## config.mk

```make
export PLATFORM = sky130hd
export DESIGN_NAME = flcp_seq
export DESIGN_NICKNAME = d
export VERILOG_FILES = /design/src/design/flcp_pkg.sv /design/src/design/flcp_seq.sv
export SDC_FILE = /design/constraint.sdc
export NUM_CORES = 1
export LEC_CHECK = 0
export BUFFER_PORTS_ARGS = -buffer_cell sky130_fd_sc_hd__buf_4
export CORE_MARGIN = 4
export CORE_UTILIZATION = 50
export DETAILED_ROUTE_END_ITERATION = 7
export PLACE_DENSITY = 0.73
export SLEW_MARGIN = 20
export SYNTH_ARGS = -nofsm -noshare
export SYNTH_HDL_FRONTEND = slang
export SYNTH_SLANG_ARGS = --single-unit
```

## constraint.sdc

```tcl
create_clock -name clock -period 8.4 [get_ports clock]
set_clock_uncertainty 0.05 [all_clocks]
set_input_delay 1.26 -clock clock [delete_from_list [all_inputs] [get_ports clock]]
set_output_delay 1.26 -clock clock [all_outputs]
set_load 0.01 [all_outputs]
```

## src/design/flcp_pkg.sv

```systemverilog
// Shared constants, command codes and store-port types for the line and circle plotter.
package flcp_pkg;

   localparam int SCREEN_WIDTH_DEF = 128;
   localparam int PAGE_COUNT_DEF   = 8;

   localparam logic [2:0] CMD_PIXEL  = 3'd0;
   localparam logic [2:0] CMD_LINE   = 3'd1;
   localparam logic [2:0] CMD_CIRCLE = 3'd2;
   localparam logic [2:0] CMD_CLEAR  = 3'd3;
   localparam logic [2:0] CMD_READ   = 3'd4;

   // Pixel request from the sequencer to the store unit.
   typedef struct packed {
      logic       valid;
      logic       paint;
      logic       force_zero;
      logic [9:0] x;
      logic [9:0] y;
   } pix_req_type;

   typedef struct packed {
      logic busy;
      logic rd_valid;
   } pix_sts_type;

endpackage

```

## src/design/flcp_seq.sv

```systemverilog
// Command sequencer: pixel, line stepper, circle stepper, clear and read.
module flcp_seq (
   input  logic                  clock,
   input  logic                  reset,
   input  logic                  start,
   output logic                  busy,
   input  logic [2:0]            cmd,
   input  logic [6:0]            sx,
   input  logic [5:0]            sy,
   input  logic [6:0]            ex,
   input  logic [5:0]            ey,
   input  logic [5:0]            radius,
   input  logic                  paint,
   output flcp_pkg::pix_req_type pix_req,
   output logic                  clear_req,
   output logic                  read_req,
   input  flcp_pkg::pix_sts_type sts,
   input  logic [7:0]            rd_data,
   output logic                  rsp_valid,
   output logic [7:0]            rsp_read_data,
   output logic                  rsp_done_res
);
   import flcp_pkg::*;

   localparam logic [2:0] S_IDLE   = 3'd0;
   localparam logic [2:0] S_LINE   = 3'd1;
   localparam logic [2:0] S_CIRC   = 3'd2;
   localparam logic [2:0] S_CSTEP  = 3'd3;
   localparam logic [2:0] S_WAIT   = 3'd4;
   localparam logic [2:0] S_RDWAIT = 3'd5;

   logic [2:0]  state_ff, state_in;
   logic        paint_ff, paint_in;
   // Coordinates kept as signed 10-bit values so circle points may fall off screen.
   logic signed [9:0] cx_ff, cx_in, cy_ff, cy_in;
   logic signed [9:0] ox_ff, ox_in, oy_ff, oy_in;
   logic [6:0]  dx_ff, dx_in, dy_ff, dy_in, dist_ff, dist_in, cnt_ff, cnt_in;
   logic [7:0]  erx_ff, erx_in, ery_ff, ery_in;
   logic        nx_ff, nx_in, ny_ff, ny_in;
   logic [6:0]  a_ff, a_in, b_ff, b_in;
   logic [2:0]  oct_ff, oct_in;
   logic [11:0] rr_ff, rr_in;
   logic [12:0] aabb;
   logic        rsp_v_ff, rsp_v_in;
   logic [7:0]  rsp_d_ff, rsp_d_in;
   logic        rsp_r_ff, rsp_r_in;
   logic signed [9:0] px, py;
   logic [7:0]  erx_n, ery_n;
   logic [6:0]  a1;

   // Octant point offsets, one per cycle while the store is not busy.
   always_comb begin
      case (oct_ff)
         3'd0: begin px = ox_ff + 10'(a_ff); py = oy_ff - 10'(b_ff); end
         3'd1: begin px = ox_ff - 10'(a_ff); py = oy_ff - 10'(b_ff); end
         3'd2: begin px = ox_ff - 10'(a_ff); py = oy_ff + 10'(b_ff); end
         3'd3: begin px = ox_ff + 10'(a_ff); py = oy_ff + 10'(b_ff); end
         3'd4: begin px = ox_ff + 10'(b_ff); py = oy_ff + 10'(a_ff); end
         3'd5: begin px = ox_ff + 10'(b_ff); py = oy_ff - 10'(a_ff); end
         3'd6: begin px = ox_ff - 10'(b_ff); py = oy_ff - 10'(a_ff); end
         default: begin px = ox_ff - 10'(b_ff); py = oy_ff + 10'(a_ff); end
      endcase
   end

   assign a1   = a_ff + 7'd1;
   assign aabb = 13'(a1 * a1) + 13'(b_ff * b_ff);
   assign erx_n = erx_ff + 8'(dx_ff);
   assign ery_n = ery_ff + 8'(dy_ff);

   always_comb begin
      state_in  = state_ff;
      paint_in  = paint_ff;
      cx_in = cx_ff; cy_in = cy_ff; ox_in = ox_ff; oy_in = oy_ff;
      dx_in = dx_ff; dy_in = dy_ff; dist_in = dist_ff; cnt_in = cnt_ff;
      erx_in = erx_ff; ery_in = ery_ff; nx_in = nx_ff; ny_in = ny_ff;
      a_in = a_ff; b_in = b_ff; oct_in = oct_ff; rr_in = rr_ff;
      rsp_v_in = 1'b0; rsp_d_in = 8'd0; rsp_r_in = 1'b0;
      pix_req = '0;
      clear_req = 1'b0;
      read_req  = 1'b0;
      case (state_ff)
         S_IDLE: begin
            if (start && !sts.busy) begin
               paint_in = paint;
               case (cmd)
                  CMD_PIXEL: begin
                     pix_req.valid = 1'b1;
                     pix_req.paint = paint;
                     pix_req.x = 10'(sx);
                     pix_req.y = 10'(sy);
                     state_in = S_WAIT;
                  end
                  CMD_LINE: begin
                     cx_in = 10'(sx); cy_in = 10'(sy);
                     nx_in = ex < sx; ny_in = ey < sy;
                     dx_in = (ex < sx) ? sx - ex : ex - sx;
                     dy_in = (ey < sy) ? 7'(sy - ey) : 7'(ey - sy);
                     dist_in = (dx_in > dy_in) ? dx_in : dy_in;
                     erx_in = '0; ery_in = '0; cnt_in = '0;
                     state_in = S_LINE;
                  end
                  CMD_CIRCLE: begin
                     ox_in = 10'(sx); oy_in = 10'(sy);
                     a_in = '0; b_in = 7'(radius); oct_in = '0;
                     rr_in = 12'(radius) * 12'(radius);
                     if (radius == 6'd0) begin
                        pix_req.valid = 1'b1;
                        pix_req.paint = 1'b1;
                        pix_req.x = 10'(sx);
                        pix_req.y = 10'(sy);
                        state_in = S_WAIT;
                     end else begin
                        state_in = S_CIRC;
                     end
                  end
                  CMD_CLEAR: begin
                     clear_req = 1'b1;
                     state_in = S_WAIT;
                  end
                  CMD_READ: begin
                     pix_req.valid = 1'b1;
                     pix_req.x = 10'(sx);
                     pix_req.y = 10'(sy);
                     read_req = 1'b1;
                     state_in = S_RDWAIT;
                  end
                  default: begin
                     rsp_v_in = 1'b1;
                  end
               endcase
            end
         end
         S_LINE: begin
            if (!sts.busy) begin
               pix_req.valid = 1'b1;
               pix_req.paint = paint_ff;
               pix_req.x = cx_ff;
               pix_req.y = cy_ff;
               if (erx_n > 8'(dist_ff)) begin
                  erx_in = erx_n - 8'(dist_ff);
                  cx_in = nx_ff ? cx_ff - 10'sd1 : cx_ff + 10'sd1;
               end else erx_in = erx_n;
               if (ery_n > 8'(dist_ff)) begin
                  ery_in = ery_n - 8'(dist_ff);
                  cy_in = ny_ff ? cy_ff - 10'sd1 : cy_ff + 10'sd1;
               end else ery_in = ery_n;
               cnt_in = cnt_ff + 7'd1;
               if (cnt_ff == dist_ff) state_in = S_WAIT;
            end
         end
         S_CIRC: begin
            if (!sts.busy) begin
               pix_req.valid = 1'b1;
               pix_req.paint = 1'b1;
               pix_req.x = px;
               pix_req.y = py;
               oct_in = oct_ff + 3'd1;
               if (oct_ff == 3'd7) state_in = S_CSTEP;
            end
         end
         S_CSTEP: begin
            if (aabb > 13'(rr_ff)) begin
               b_in = b_ff - 7'd1;
               if (13'(b_in * b_in) << 1 >= 13'(rr_ff)) state_in = S_CIRC;
               else state_in = S_WAIT;
            end else begin
               a_in = a1;
               state_in = S_CIRC;
            end
         end
         S_WAIT: begin
            if (!sts.busy) begin
               rsp_v_in = 1'b1;
               rsp_r_in = 1'b1;
               state_in = S_IDLE;
            end
         end
         S_RDWAIT: begin
            if (sts.rd_valid) begin
               rsp_v_in = 1'b1;
               rsp_r_in = 1'b1;
               rsp_d_in = rd_data;
               state_in = S_IDLE;
            end
         end
         default: state_in = S_IDLE;
      endcase
   end

   always_ff @(posedge clock) begin
      if (reset) begin
         state_ff <= S_IDLE;
         rsp_v_ff <= 1'b0;
      end else begin
         state_ff <= state_in;
         rsp_v_ff <= rsp_v_in;
      end
      paint_ff <= paint_in;
      cx_ff <= cx_in; cy_ff <= cy_in; ox_ff <= ox_in; oy_ff <= oy_in;
      dx_ff <= dx_in; dy_ff <= dy_in; dist_ff <= dist_in; cnt_ff <= cnt_in;
      erx_ff <= erx_in; ery_ff <= ery_in; nx_ff <= nx_in; ny_ff <= ny_in;
      a_ff <= a_in; b_ff <= b_in; oct_ff <= oct_in; rr_ff <= rr_in;
      rsp_d_ff <= rsp_d_in;
      rsp_r_ff <= rsp_r_in;
   end

   assign busy          = (state_ff != S_IDLE) || sts.busy;
   assign rsp_valid     = rsp_v_ff;
   assign rsp_read_data = rsp_d_ff;
   assign rsp_done_res  = rsp_r_ff;

`ifndef NO_ASSERTIONS
   a_rsp_idle: assert property (@(posedge clock) disable iff (reset)
      rsp_v_ff |-> state_ff == S_IDLE) else $error("response outside idle");
   a_rd_src: assert property (@(posedge clock) disable iff (reset)
      rsp_v_ff && rsp_d_ff != 8'd0 |-> $past(state_ff) == S_RDWAIT)
      else $error("data on non-read");
   a_circ_oct: assert property (@(posedge clock) disable iff (reset)
      state_ff == S_CSTEP |-> $past(oct_ff) == 3'd7) else $error("octant skip");
`endif
endmodule

```

==> impl_metrics.yaml <==
status:
  status: "finished, final reports clean"
place:
  dp_cells: 2010
  postPlaceCellArea_um2: 15530
  gp_congestion: 0.9160
  hpwl_um: 28770
  port_buffers: 83
critical_path:
  crit_fanout: 7
  path_class: "flip-flop to flip-flop"
  endpoint_kind: "flip-flop"
  crit_top_cell: "fa_1"
  arrival_ns: 7.94
  crit_path_max_incr_delay_ns: 0.52
  critPathRequiredTime_ns: 8.49
  cp_slowest_cell: "fa_1"
  ff2ff_path_depth: 30
  r2r_slack_ns: 0.55
  cp-start-kind: "flip-flop"
pwr:
  switchingPower_mw: 1.187
  ir_worst_vdd_uv: 133.5
  p_sw_share_pct: 39.72
  seqPwrFrac_pct: 24.7
  p_leak_nw: 7.754
  comb_power_share_pct: 50.3
  power.density_nw_per_um2: 185.2
  clkPwrFrac_pct: 25.0
  internal_power_mw: 1.801
timing:
  fin_crit_ns: 7.852
  slew_violations: 0
  fin_crit_sh_pct: 93.48
  slew_headroom_pct: 29.30
  setup_violations: 0
  tightest_slew_ns: 1.059
  hold_viol: 0
  max_freq_mhz: 127.4
floorplanning:
  ios: 85
  core_um2: 28090
  die-area_um2: 31570
  start_util_pct: 51.25
  die_w_um: 177.7
  rows: 61
  die_y_um: 177.7
synthesis:
  synth_cell_types: 70
  ys.flop_type: "edfxtp_1"
  yosysMostFrequentCell: "ha_1"
  synthArstFlopShare_pct: 0
  avgSynthCellArea_um2: 9.216
  synth_top_area_share_pct: 22.53
  synth_area_leaders: "edfxtp_1 (23%), ha_1 (19%), fa_1 (12%)"
  yosysSeqAreaShare_pct: 24.34
  yosysWarnings: 0
  syn_area_um2: 14400
  synth_seq_cells: 121
  syn_inst: 1562
  yosysTopAreaCell: "edfxtp_1"
  syn_nets: 1917
  synth_edf_count: 108
  synthTopCellsByCount: "ha_1 (218), inv_1 (211), nor2_1 (119), edfxtp_1 (108), nand2_1 (98)"
clocking:
  cts.sinks: 121
  clkTransAtPathRegs_ns: 0.06
  numCtsBuffers: 17
  cts_tree: "yes"
  clock_latency_ns: 0.44
  cts_root_buf: "clkbuf_16"
  h-tree-depth: 4
  cts_hold_buffers: 0
  clockBufferDepth: 2
final_layout:
  nets: 2008
  final_util_pct: 57.44
  areaGrowthSynthToFinish_pct: 12.08
  antennaDiodeCount: 0
  final_design_area_no_fill_um2: 16130
  drive_above_1_share_pct: 10.68
  nFillCells: 2505
  finalNonFillerCells: 2044
detailed_routing:
  routed_wl_um: 35950
  vias: 11413
  drtIter0Drc: 657
  antenna_left: 0
  viasPerCell: 5.584
  routedWlPerCell_um: 17.59
  dr.pass1.iters: 5
  drc_errors: 0
grt:
  grt_usage_pct: 23.65
  grt_antenna_before_repair: 0
  grt_pass1_wl_um: 59320
  grt_pass1_vias: 11815
  grt_overflow: 0
  grt_max_degree: 51
worst_hold_path:
  min_path_type: "flip-flop to flip-flop"
  whs_path_depth: 1
flow_run:
  drv_cap: 0
-- final cells by class --
class                           instances  area, um^2  area share [%]
Clock buffer                           17       425.4           2.637
Clock inverter                         15       153.9          0.9539
Inverter                              217       814.5           5.048
Multi-Input combinational cell       1187        9946           61.64
Sequential cell                       121        3503           21.71
Tap cell                              378       473.0           2.931
Timing Repair Buffer                  109       818.3           5.072
-- registers in the layout, summed over array words and instances (netlist names), 8 cells and up --
signal,cells
rr_ff,11
cx_ff,10
ery_ff,8
erx_ff,8
rsp_read_data,8
cy_ff,10
-- cell families (layout without fill, tap and decap cells) --
kind of cell	count (synthesis)	after routing	synth area share (%)
buffers and inverters	254	358	6.710
adder cells (fa/ha/maj)	306	306	31.19
flip-flops	121	121	24.34
multiplexers	30	30	2.147
other	1	1	0.02605
XOR/XNOR	138	138	8.396
AND/OR/NAND/NOR	379	379	12.42
AO/OA/AOI/OAI	333	333	14.78
-- routing by layer --
layer	up-vias	share of wire [%]	GRT usage, %
li1	5524	-	-
met1	5430	41	29.19
met2	384	50	41.42
met3	75	6.1	3.409
met4	0	3.6	9.894
met5	-	0	0
-- layout by cell type, fill, tap and decap left out, types with 79 or more instances in the layout --
cell type	instances
o21ai_0	88
nand2_1	98
xnor2_1	92
nor2_1	119
inv_1	211
edfxtp_1	108
ha_1	218
fa_1	88
buf_4	109
a21oi_1	79
-- worst paths after layout --
check	startpoint	endpoint
setup / recovery	a_ff[1]	a_ff[2]
hold / removal	oct_ff[0]	oct_ff[0]
hold reg to reg	oct_ff[0]	oct_ff[0]
setup reg to reg	a_ff[1]	a_ff[2]
-- stage by stage --
stage               setup TNS, ns  total power [mW]  hold WS, ns  setup slack, ns
floorplan                       0             1.876       0.5361           0.5467
global placement                0             2.181       0.5703           0.1921
detailed placement              0             2.235       0.5655          0.03730
CTS                             0             2.995       0.5804           0.2344
global route             -0.06626             3.230       0.5986         -0.01296
finish                          0             2.988       0.5817           0.5477
-- critical path, delay by kind of cell (launching register included) --
kind	cells	cell delay, ns
compound gates	8	1.42
xor+xnor	2	0.35
simple gates	6	1.02
buf+inv	5	0.46
flops	1	0.44
fa+ha+maj	9	3.82
-- repair_timing --
action                                  in CTS  in global routing
buffers inserted                             0                  2
gates resized for setup                      1                  1
endpoints found under the setup margin       7                 14
-- power groups by stage --
stage	registers (mW)	logic (mW)	clock network, mW
after floorplan	0.741	1.13	0
after global placement	0.749	1.43	0
after detailed placement	0.750	1.49	0
after CTS	0.737	1.50	0.756
after global routing	0.741	1.71	0.779
final	0.738	1.50	0.746
(Power assumes the default switching activity.)
